## src/rtl/core/assert_macros.svh

```systemverilog
// ---------------------------------------------------------------------------
// Assertion macros
// Shared concurrent assertion forms for the sampler RTL.
// ---------------------------------------------------------------------------
`ifndef ASSERT_MACROS_SVH
`define ASSERT_MACROS_SVH

// Same-cycle implication, disabled in reset.
`define CPL_ASSERT_IMP(label, clk, rst, ante, cons, msg) \
   label: assert property (@(posedge clk) disable iff (rst) (ante) |-> (cons)) else $error(msg);

// Next-cycle implication, disabled in reset.
`define CPL_ASSERT_NXT(label, clk, rst, ante, cons, msg) \
   label: assert property (@(posedge clk) disable iff (rst) (ante) |=> (cons)) else $error(msg);

`endif

```

## src/rtl/core/cpl_pkg.sv

```systemverilog
// ---------------------------------------------------------------------------
// cpl_pkg
// Types and fixed widths shared by the closed polyline sampler modules.
// ---------------------------------------------------------------------------
`timescale 1ns / 1ps
`default_nettype none

package cpl_pkg;

   localparam int COORD_W = 32;   // Q16.16 coordinate
   localparam int DIST_W  = 48;   // Q32.16 distance
   localparam int DIR_W   = 16;   // Q1.15 direction
   localparam int DIFF_W  = 33;   // signed coordinate difference
   localparam int MAG_W   = 33;   // magnitude of a difference
   localparam int OPND_W  = 34;   // multiplier operand
   localparam int PROD_W  = 68;   // multiplier product and dividend
   localparam int RAD_W   = 66;   // sum of three squares
   localparam int ROOT_W  = 34;   // segment length
   localparam int DEN_W   = 48;   // divisor and remainder
   localparam int CNT_W   = 7;    // point_count register

   localparam logic signed [DIR_W-1:0] DIR_ONE = 16'sd32767;

   typedef enum logic {
      OP_WRITE  = 1'b0,
      OP_SAMPLE = 1'b1
   } op_type;

   typedef struct packed {
      logic signed [COORD_W-1:0] z;
      logic signed [COORD_W-1:0] y;
      logic signed [COORD_W-1:0] x;
   } point_type;

   typedef struct packed {
      logic busy;
      logic done;
   } unit_status_type;

   function automatic logic signed [COORD_W-1:0] point_axis(point_type p, logic [1:0] a);
      logic signed [COORD_W-1:0] v;
      unique case (a)
         2'd0:    v = p.x;
         2'd1:    v = p.y;
         default: v = p.z;
      endcase
      return v;
   endfunction

endpackage

`default_nettype wire

```

## src/rtl/core/cpl_div.sv

```systemverilog
// ---------------------------------------------------------------------------
// cpl_div
// Unsigned restoring divider, one quotient bit per cycle.
// ---------------------------------------------------------------------------
`timescale 1ns / 1ps
`default_nettype none

module cpl_div (
   input  wire logic                        clock,
   input  wire logic                        reset,
   input  wire logic                        start,
   input  wire logic [cpl_pkg::PROD_W-1:0]  dividend,
   input  wire logic [cpl_pkg::DEN_W-1:0]   divisor,
   output cpl_pkg::unit_status_type         status,
   output logic      [cpl_pkg::PROD_W-1:0]  quotient,
   output logic      [cpl_pkg::DEN_W-1:0]   remainder
);
   import cpl_pkg::*;

   logic [PROD_W-1:0] num_ff, num_in;
   logic [DEN_W-1:0]  den_ff, den_in;
   logic [DEN_W-1:0]  rem_ff, rem_in;
   logic [6:0]        cnt_ff, cnt_in;
   logic              busy_ff, busy_in, done_ff, done_in;
   logic [DEN_W:0]    rem_sh;

   always_comb begin
      rem_sh  = {rem_ff, num_ff[PROD_W-1]};
      num_in  = num_ff;
      den_in  = den_ff;
      rem_in  = rem_ff;
      cnt_in  = cnt_ff;
      busy_in = busy_ff;
      done_in = 1'b0;
      if (start) begin
         num_in  = dividend;
         den_in  = divisor;
         rem_in  = '0;
         cnt_in  = 7'(PROD_W);
         busy_in = 1'b1;
      end else if (busy_ff) begin
         // shift the quotient bit in behind the dividend
         if (rem_sh >= {1'b0, den_ff}) begin
            rem_in = DEN_W'(rem_sh - {1'b0, den_ff});
            num_in = {num_ff[PROD_W-2:0], 1'b1};
         end else begin
            rem_in = DEN_W'(rem_sh);
            num_in = {num_ff[PROD_W-2:0], 1'b0};
         end
         cnt_in = cnt_ff - 7'd1;
         if (cnt_ff == 7'd1) begin
            busy_in = 1'b0;
            done_in = 1'b1;
         end
      end
   end

   always_ff @(posedge clock) begin
      if (reset) begin
         busy_ff <= 1'b0;
         done_ff <= 1'b0;
         cnt_ff  <= '0;
      end else begin
         busy_ff <= busy_in;
         done_ff <= done_in;
         cnt_ff  <= cnt_in;
      end
      num_ff <= num_in;
      den_ff <= den_in;
      rem_ff <= rem_in;
   end

   assign status.busy = busy_ff;
   assign status.done = done_ff;
   assign quotient    = num_ff;
   assign remainder   = rem_ff;

endmodule

`default_nettype wire

```

## config.mk

```make
export PLATFORM = sky130hd
export DESIGN_NAME = cpl_div
export DESIGN_NICKNAME = d
export VERILOG_FILES = /design/src/rtl/core/assert_macros.svh /design/src/rtl/core/cpl_pkg.sv /design/src/rtl/core/cpl_div.sv
export SDC_FILE = /design/constraint.sdc
export NUM_CORES = 1
export LEC_CHECK = 0
export BUFFER_PORTS_ARGS = -buffer_cell sky130_fd_sc_hd__buf_2
export CAP_MARGIN = 20
export CORE_ASPECT_RATIO = 0.5
export CORE_UTILIZATION = 25
export DETAILED_ROUTE_END_ITERATION = 10
export HOLD_SLACK_MARGIN = 0.05
export SLEW_MARGIN = 20
export SYNTH_ARGS = -nofsm -noshare
export SYNTH_HDL_FRONTEND = slang
export SYNTH_SLANG_ARGS = --single-unit
```

## constraint.sdc

```tcl
create_clock -name clock -period 7.2 [get_ports clock]
set_input_delay 0.72 -clock clock [delete_from_list [all_inputs] [get_ports clock]]
set_output_delay 0.72 -clock clock [all_outputs]
set_load 0.1 [all_outputs]
```

==> impl_metrics.csv <==
group,metric,value,unit
power,p_leak,5.18,nW
sta,worst_pin_slew,850,ps
synth,synth_top_area_share,35.2,%
min_path,min_path_cells,1,
critical_path,max_stage_delay,750,ps
critical_path,crit_required,7570,ps
critical_path,r2r-end,"remainder[44]",
die,coreArea,39000,um2
critical_path,startpoint_type,"register",
die,start_util,25.4,%
critical_path,cp_max_fo,6,
route,drc,0,
critical_path,path_cells,"ha_1, fa_1, nor2b_1, o2111ai_1, and3_1, o31ai_4, o211ai_1, a2111oi_0, or4_1, nand4_1, a211oi_1",
clocking,max-clock-path-buffers,2,
synth,synth_ff_type,"edfxtp_1",
die,die_y,143,um
critical_path,critical_path.endpoint_type,"register",
sta,fin_skew,12.4,ps
route,first_pass_iters,5,
power,peakVddDrop,0.173,mV
sta,setup_tns,0,ps
critical_path,path_depth,11,
route,viasPerCell,4.72,
synth,ys_top_cells_by_count,"edfxtp_1 (116), nand2_1 (99), nor2_1 (80)",
global_routing,grt_pass1_vias,7857,
outcome,status,"finished clean",
clocking,post_cts_buffers,0,
critical_path,cp_slowest_cell,"a2111oi_0",
critical_path,criticalPathCategory,"reg -> reg",
route,wl_per_cell,17.1,um
clocking,clkTransAtPathRegs,80,ps
synth,ys_types,67,
finish,fin_util,31.1,%
critical_path,cpLargestDelayFamily,"compound AO/OA/AOI/OAI gates",
synth,synth.cell_area,9910,um2
clocking,cts_root_buffer,"clkbuf_16",
global_routing,overflow,0,
finish,layout-drive-gt1-share,29.9,%
clocking,cts_sinks,173,
sta,maxSlewViolCount,0,
sta,hold_viol,0,
synth,synth.area.top_cells,"edfxtp_1 (35%), dfxtp_1 (12%), mux2_2 (7.7%)",
die,die_area,40500,um2
sta,setup_viol,0,
place,portBuffers,236,
global_routing,gr-usage-all-layers,14.2,%
sta,max_freq,274,MHz
clocking,holdBufCountCts,0,
route,drt_iter0_markers,595,
die,ios,237,
clocking,clock_latency,450,ps
sta,post-route-period-util,50.6,%
critical_path,reg2reg_slack,3550,ps
synth,synth.ff_latch_count,173,
die,die_x,284,um
sta,holdWs,439,ps
synth,synth_fp_nets,1148,
synth,yosysMostFrequentCell,"edfxtp_1",
sta,rsz0062_at_grt,"no",
synth,synth_edf_count,116,
place,place_congestion,0.908,
synth,synthArstFlopShare,0,%
synth,seq_area_frac_synth,46.7,%
sta,fin_crit,3650,ps
finish,nets,1353,
power,power.density,272,nW/um2
place,hpwl,21600,um
min_path,min_from,"divisor[16]",
synth,yosys.area.top_type,"edfxtp_1",
global_routing,grt_pass1_wl,44500,um
route,routed_wl,29500,um
global_routing,grt_max_degree,82,
clocking,post_cts_resized,0,
critical_path,reg2reg_from,"den_ff[0]",
clocking,cts_tree,"yes",
min_path,min_to,"den_ff[16]",
critical_path,worstPathArrival,4010,ps
sta,slew_headroom,43.4,%
global_routing,antenna_found_initial,0,
finish,antenna-diode-count,0,
clocking,htree_num_levels,4,
route,vias,8155,
finish,syn2layout_area_growth,22.4,%
critical_path,path_buf_inv,0,
min_path,hp-class,"in -> reg",
synth,avgSynthCellArea,10.1,um2
clocking,cts_buffers,17,
route,postRouteAntennaNets,0,
synth,ys_warn_count,0,
synth,synth_cells,978,
critical_path,rr_worst_depth,11,
run,maxCapViolations,0,
die,rows,51,
registers in the layout, indices dropped and copies added (netlist names):
signal / cells
cnt_ff: 7
done_ff: 1
busy_ff: 1
remainder: 48
quotient: 68
den_ff: 48
stage by stage:
stage	total power [mW]	instance area [um2]	cells	setup slack [ps]
floorplan	2.16	9910	978	3620
global route	3.46	12100	1726	3300
CTS	3.34	12100	1726	3610
finish	3.30	12100	1726	3550
detailed placement	2.39	11600	1694	3650
global placement	2.39	11600	1694	3680
layout make-up:
cell class / count / area [um2]
clock buffer: 17 / 425
clock inverter: 15 / 143
fill: 4054 / 26900
inverter: 71 / 267
multi-input combinational: 678 / 4770
sequential: 173 / 4630
tap: 530 / 663
timing repair buffer: 242 / 1230
worst max path at each step:
stage | end | slack (ps) | from
finish | remainder[44] | 3550 | den_ff[0]
global route | remainder[44] | 3300 | quotient[67]
detailed placement | quotient[0] | 3650 | den_ff[1]
floorplan | remainder[44] | 3620 | quotient[67]
global placement | remainder[44] | 3680 | den_ff[0]
CTS | remainder[44] | 3610 | den_ff[0]
metal layers:
metal,global-route usage [%],part of all wire [%],vias to the layer above
met5,0,0,-
met4,6.12,2.8,0
met3,2.60,3.4,45
met2,24.1,49,196
met1,17.9,44,3894
li1,-,-,4020
cell families after synthesis:
logic type / share of synthesized area (%)
adders and majority gates: 6.52
buffers and inverters: 5.15
muxes: 8.34
AOI/OAI and AO/OA: 17.1
DFF: 46.7
xor gates and xnor gates: 3.62
and+or+nand+nor: 12.6
layout by cell type (no fill, tap or decap), drive strengths merged, types with 5 or more instances in the layout:
master	count
a211oi	20
inv	81
nor3	12
nand2	99
mux2	68
edfxtp	116
mux2i	6
ha	50
nand4	20
xor2	14
a32oi	6
or3	9
dfxtp	57
and3	9
a21o	25
nand3	12
o21ai	41
a21oi	52
a31oi	11
clkbuf	17
o21a	8
nor2	80
nand2b	5
buf	242
xnor2	27
o21bai	10
a311oi	29
o211ai	9
power breakdown:
group	total, mW	switching [mW]	internal, mW
sequential	1.22	0.0583	1.16
combinational	1.15	0.864	0.287
clock	0.928	0.467	0.462
No activity file was read; power rests on OpenSTA's default activity.
