### src/rtl/core/assert_macros.svh
// ---------------------------------------------------------------------------
// Assertion macros
// Shared concurrent assertion forms for the sampler RTL.
// ---------------------------------------------------------------------------
`ifndef ASSERT_MACROS_SVH
`define ASSERT_MACROS_SVH

// Same-cycle implication, disabled in reset.
`define CPL_ASSERT_IMP(label, clk, rst, ante, cons, msg) \
   label: assert property (@(posedge clk) disable iff (rst) (ante) |-> (cons)) else $error(msg);

// Next-cycle implication, disabled in reset.
`define CPL_ASSERT_NXT(label, clk, rst, ante, cons, msg) \
   label: assert property (@(posedge clk) disable iff (rst) (ante) |=> (cons)) else $error(msg);

`endif

### src/rtl/core/cpl_pkg.sv
// ---------------------------------------------------------------------------
// cpl_pkg
// Types and fixed widths shared by the closed polyline sampler modules.
// ---------------------------------------------------------------------------
`timescale 1ns / 1ps
`default_nettype none

package cpl_pkg;

   localparam int COORD_W = 32;   // Q16.16 coordinate
   localparam int DIST_W  = 48;   // Q32.16 distance
   localparam int DIR_W   = 16;   // Q1.15 direction
   localparam int DIFF_W  = 33;   // signed coordinate difference
   localparam int MAG_W   = 33;   // magnitude of a difference
   localparam int OPND_W  = 34;   // multiplier operand
   localparam int PROD_W  = 68;   // multiplier product and dividend
   localparam int RAD_W   = 66;   // sum of three squares
   localparam int ROOT_W  = 34;   // segment length
   localparam int DEN_W   = 48;   // divisor and remainder
   localparam int CNT_W   = 7;    // point_count register

   localparam logic signed [DIR_W-1:0] DIR_ONE = 16'sd32767;

   typedef enum logic {
      OP_WRITE  = 1'b0,
      OP_SAMPLE = 1'b1
   } op_type;

   typedef struct packed {
      logic signed [COORD_W-1:0] z;
      logic signed [COORD_W-1:0] y;
      logic signed [COORD_W-1:0] x;
   } point_type;

   typedef struct packed {
      logic busy;
      logic done;
   } unit_status_type;

   function automatic logic signed [COORD_W-1:0] point_axis(point_type p, logic [1:0] a);
      logic signed [COORD_W-1:0] v;
      unique case (a)
         2'd0:    v = p.x;
         2'd1:    v = p.y;
         default: v = p.z;
      endcase
      return v;
   endfunction

endpackage

`default_nettype wire

### src/rtl/core/cpl_sqrt.sv
// ---------------------------------------------------------------------------
// cpl_sqrt
// Floor square root, one result bit per cycle.
// ---------------------------------------------------------------------------
`timescale 1ns / 1ps
`default_nettype none

module cpl_sqrt (
   input  wire logic                        clock,
   input  wire logic                        reset,
   input  wire logic                        start,
   input  wire logic [cpl_pkg::RAD_W-1:0]   radicand,
   output cpl_pkg::unit_status_type         status,
   output logic      [cpl_pkg::ROOT_W-1:0]  root
);
   import cpl_pkg::*;

   localparam int PAD_W = 2 * ROOT_W;
   localparam int REM_W = ROOT_W + 2;

   logic [PAD_W-1:0]  rad_ff, rad_in;
   logic [REM_W-1:0]  rem_ff, rem_in;
   logic [ROOT_W-1:0] root_ff, root_in;
   logic [5:0]        cnt_ff, cnt_in;
   logic              busy_ff, busy_in, done_ff, done_in;
   logic [REM_W+1:0]  rem_sh, trial;

   always_comb begin
      rem_sh  = {rem_ff, rad_ff[PAD_W-1 -: 2]};
      trial   = {2'b00, root_ff, 2'b01};
      rad_in  = rad_ff;
      rem_in  = rem_ff;
      root_in = root_ff;
      cnt_in  = cnt_ff;
      busy_in = busy_ff;
      done_in = 1'b0;
      if (start) begin
         rad_in  = PAD_W'(radicand);
         rem_in  = '0;
         root_in = '0;
         cnt_in  = 6'(ROOT_W);
         busy_in = 1'b1;
      end else if (busy_ff) begin
         rad_in = {rad_ff[PAD_W-3:0], 2'b00};
         if (rem_sh >= trial) begin
            rem_in  = REM_W'(rem_sh - trial);
            root_in = {root_ff[ROOT_W-2:0], 1'b1};
         end else begin
            rem_in  = REM_W'(rem_sh);
            root_in = {root_ff[ROOT_W-2:0], 1'b0};
         end
         cnt_in = cnt_ff - 6'd1;
         if (cnt_ff == 6'd1) begin
            busy_in = 1'b0;
            done_in = 1'b1;
         end
      end
   end

   always_ff @(posedge clock) begin
      if (reset) begin
         busy_ff <= 1'b0;
         done_ff <= 1'b0;
         cnt_ff  <= '0;
      end else begin
         busy_ff <= busy_in;
         done_ff <= done_in;
         cnt_ff  <= cnt_in;
      end
      rad_ff  <= rad_in;
      rem_ff  <= rem_in;
      root_ff <= root_in;
   end

   assign status.busy = busy_ff;
   assign status.done = done_ff;
   assign root        = root_ff;

endmodule

`default_nettype wire

### config.mk
export PLATFORM = sky130hd
export DESIGN_NAME = cpl_sqrt
export DESIGN_NICKNAME = d
export VERILOG_FILES = /design/src/rtl/core/assert_macros.svh /design/src/rtl/core/cpl_pkg.sv /design/src/rtl/core/cpl_sqrt.sv
export SDC_FILE = /design/constraint.sdc
export NUM_CORES = 1
export LEC_CHECK = 0
export BUFFER_PORTS_ARGS = -buffer_cell sky130_fd_sc_hd__buf_2
export CAP_MARGIN = 20
export CORE_UTILIZATION = 41
export CTS_CLUSTER_DIAMETER = 30
export DETAILED_ROUTE_END_ITERATION = 8
export PLACE_DENSITY = 0.68
export SLEW_MARGIN = 30
export SYNTH_ARGS = -nofsm -noshare
export SYNTH_HDL_FRONTEND = slang
export SYNTH_SLANG_ARGS = --single-unit
### constraint.sdc
create_clock -name clock -period 3.46 [get_ports clock]
set_input_delay 0.346 -clock clock [delete_from_list [all_inputs] [get_ports clock]]
set_output_delay 0.346 -clock clock [all_outputs]
set_load 0.01 [all_outputs]
==> metrics <==
status=finished, final reports clean; min-delay src=radicand[1]; area leader, netlist=edfxtp_1; post-synth top area share=24.5%; most used cell, CP=o21ai_2; WP buf/inv=1; XOR/XNOR Fraction of Synth Area=3.78%; Mapped Nets=932; Setup violations, final=0; H-Tree Depth=4; post-CTS setup repair buffer count=0; Hold Path End=rad_ff[1]$_SDFFCE_PN0P_; simple logic cell fraction of the synthesized area=13.9%; Worst IR Drop VDD=0.371 mV; DR vias=6,225; die width=143 um; Avg Cell Area, Syn=9.82 um2; asr flop ratio synth=0%; Largest delay share family, worst path=compound AO/OA/AOI/OAI gates; Initial Util=41.8%; slew margin rel.=39.9%; final core occ=48.6%; top post-synthesis cells by area=edfxtp_1 24%, dfxtp_1 20%, mux2_2 9.0%; area of the multi-input gates=0.00412 mm2; Distinct cells, synth=65; first-pass GRT wire length=28,200 um; critical-path maximum fanout=9; CTS root buf=clkbuf_16; main combinational cell family by area after synthesis=simple AND/OR/NAND/NOR gates; Compound-Gate Fraction of Synth Area=13.8%; Max Clock Freq=322 MHz; flop2flop setup slack=360 ps; Area after DPL=0.00879 mm2; Worst-Skew Late Latency=440 ps; layout cells sized above 1=24.3%; Critical Path Max Stage Delay=410 ps; crit path kind=flip-flop to flip-flop; sequential area share after synthesis=44.2%; CP max-delay cell=ha_1; Post-DP HPWL=11,800 um; CTS tree=built; Cell Chain, Critical Path=inv_1 > ha_1 > a21o_1 > a311o_1 > a211oi_2 > o21ai_2 > a21oi_1 > o21ai_2 > nand4_1 > mux2_2 > a211oi_1; final critical-path share of the clock period=89.7%; cts hold-fix bufs=0; WP data required=3800 ps; RSZ-0062 raised after global routing=false; standard-cell rows=51; Place WS=393 ps; total die area=0.0203 mm2; Sink Count=146; Worst-Margin Slew=902 ps; Max-Cap Viols=0; register bit total from synthesis=146; minimum clock period after layout=3100 ps; Worst-path clk slew=60 ps; Synth Area in Adders=5.87%; 1st-iter DRT viols=439; I/O pin total=105; reg2reg end=rem_ff[33]$_SDFFE_PP0P_; cells after synthesis=825; leakage power=0.00381 uW; Area Overhead vs Synth=16.4%; DRT Pass-1 Iters=5; final WL=17,500 um; final hold vios=0; Final Max Tran Viols=0; fill count=1,888; drt drc=0; r2r worst-path depth=11; final instance area=0.00943 mm2; antenna violations before repair=0; Worst Setup End Kind=flip-flop; final setup margin=356 ps; vias in the first global route=5,777; Routed WL per cell=14.8 um; post-cts resize count=0; startpoint types=flip-flop; ANT cells=0; worst r2r src=root[12]$_SDFFE_PP0P_; main flop type after synthesis=dfxtp_1; pin count of the biggest net entering global routing=83; Register Area=0.00359 mm2; Via density=5.25; Hold Crit Depth=2; crit path DAT=3450 ps; Port-buffer cells=104; RePlAce Congestion=0.923; clock buffer depth=2; mux cell area share after synthesis=13.5%; PD cells=740 mW/mm2; Total GRT Usage=17.5%; Core Region=0.0194 mm2; overflow left after global routing=0; number of synthesized flops with an enable pin=66; nets=1,014; die height=143 um; Setup Skew=12.3 ps; Yosys Warn Count=0; setup TNS=0 ps; Num CTS Buffers=17; Worst Hold Class=input pin to flip-flop; Mapped Area=0.00810 mm2; Final ANT Viol Nets=0
==> placed cells by master (no fill, tap or decap), types with 4 or more instances in the layout <==
cell       count
a21o_1         8
xor2_1        13
and2_1         5
nand3_1       11
mux2_2        65
a21oi_1       49
and3_1         8
nor2_1       100
dfxtp_1       79
o211ai_1       5
mux2i_1       36
buf_2        103
a311oi_1      26
inv_6          4
o21bai_1       6
o21ai_0       13
nand2_1       92
nor3_1        14
clkbuf_16     17
a211oi_1       7
buf_4          6
edfxtp_1      66
o21ai_1        5
xnor2_1       22
inv_1         42
ha_1          38
bufinv_16      4
nor2b_1        4
nand4_1        7
==> cells by family after synthesis <==
| family | Yosys count |
|---|---|
| flip-flops | 146 |
| AO/OA/AOI/OAI | 157 |
| XOR/XNOR | 35 |
| AND/OR/NAND/NOR | 258 |
| multiplexers | 101 |
| adder cells (fa/ha/maj) | 38 |
| buffers and inverters | 90 |
==> worst max-delay path by stage <==
stage	from	to	slack [ps]	cells past startpoint
finish	root[12]$_SDFFE_PP0P_	rem_ff[33]$_SDFFE_PP0P_	360	11
global route	root[9]$_SDFFE_PP0P_	rem_ff[3]$_SDFFE_PP0P_	170	12
CTS	root[12]$_SDFFE_PP0P_	rem_ff[33]$_SDFFE_PP0P_	370	11
detailed placement	root[12]$_SDFFE_PP0P_	rem_ff[33]$_SDFFE_PP0P_	390	11
global placement	root[12]$_SDFFE_PP0P_	rem_ff[33]$_SDFFE_PP0P_	400	11
floorplan	root[12]$_SDFFE_PP0P_	rem_ff[33]$_SDFFE_PP0P_	660	12
==> cell type report <==
| class | instances | area share (%) |
|---|---|---|
| repair buffers | 111 | 6.37 |
| multi-input cells | 589 | 43.7 |
| clock inverters | 13 | 2.11 |
| inverters | 42 | 1.67 |
| clock buffers | 19 | 4.59 |
| flip-flops and latches | 146 | 38.1 |
| well taps | 265 | 3.52 |
==> cell usage after synthesis, drive strengths merged, types with 6 or more instances <==
cell,instances
a211oi,9
edfxtp,66
inv,42
clkbuf,25
nor2,101
o21ai,21
a21o,8
mux2,65
nand3,11
a311oi,28
xnor2,22
xor2,13
dfxtp,80
o21bai,6
nand4,7
nor3,15
nand2,93
mux2i,36
o211ai,6
a21oi,50
ha,38
buf,23
and3,8
==> where the power goes <==
group          switching (uW)  total [uW]  internal [uW]  leakage (uW)
Sequential                128        2140           2020       0.00132
Clock                     777        2000           1220      0.000301
Combinational            1660        2830           1170       0.00219
==> per-layer routing <==
layer	global-route usage [%]	vias up	routed length (um)	share of wire (%)
li1	-	3127	-	-
met1	23.5	2953	8580	49
met2	27.6	119	8050	46
met3	3.06	26	576	3.3
met4	7.58	0	327	1.9
met5	0	-	0	0
==> sequential cells by signal, summed over array words and instances (netlist names) <==
signal and cells:
cnt_ff 6, root 34, busy_ff 1, rem_ff 36, done_ff 1, rad_ff 68
==> worst register-to-register path, cell delays in order (launching register included) <==
cell,delay [ps]
dfxtp_1,370
inv_1,70
ha_1,410
a21o_1,270
a311o_1,390
a211oi_2,220
o21ai_2,110
a21oi_1,360
o21ai_2,140
nand4_1,130
mux2_2,340
a211oi_1,210
==> per-stage QoR <==
| stage | hold WS [ps] | total power (uW) | instances |
|---|---|---|---|
| 2_1_floorplan | 457 | 4460 | 825 |
| 3_3_place_gp | 481 | 4970 | 1153 |
| 3_5_place_dp | 478 | 4980 | 1153 |
| 4_1_cts | 179 | 7010 | 1185 |
| 5_1_grt | 198 | 7420 | 1185 |
| 6_report | 195 | 6980 | 1185 |
(Power assumes the default switching activity.)
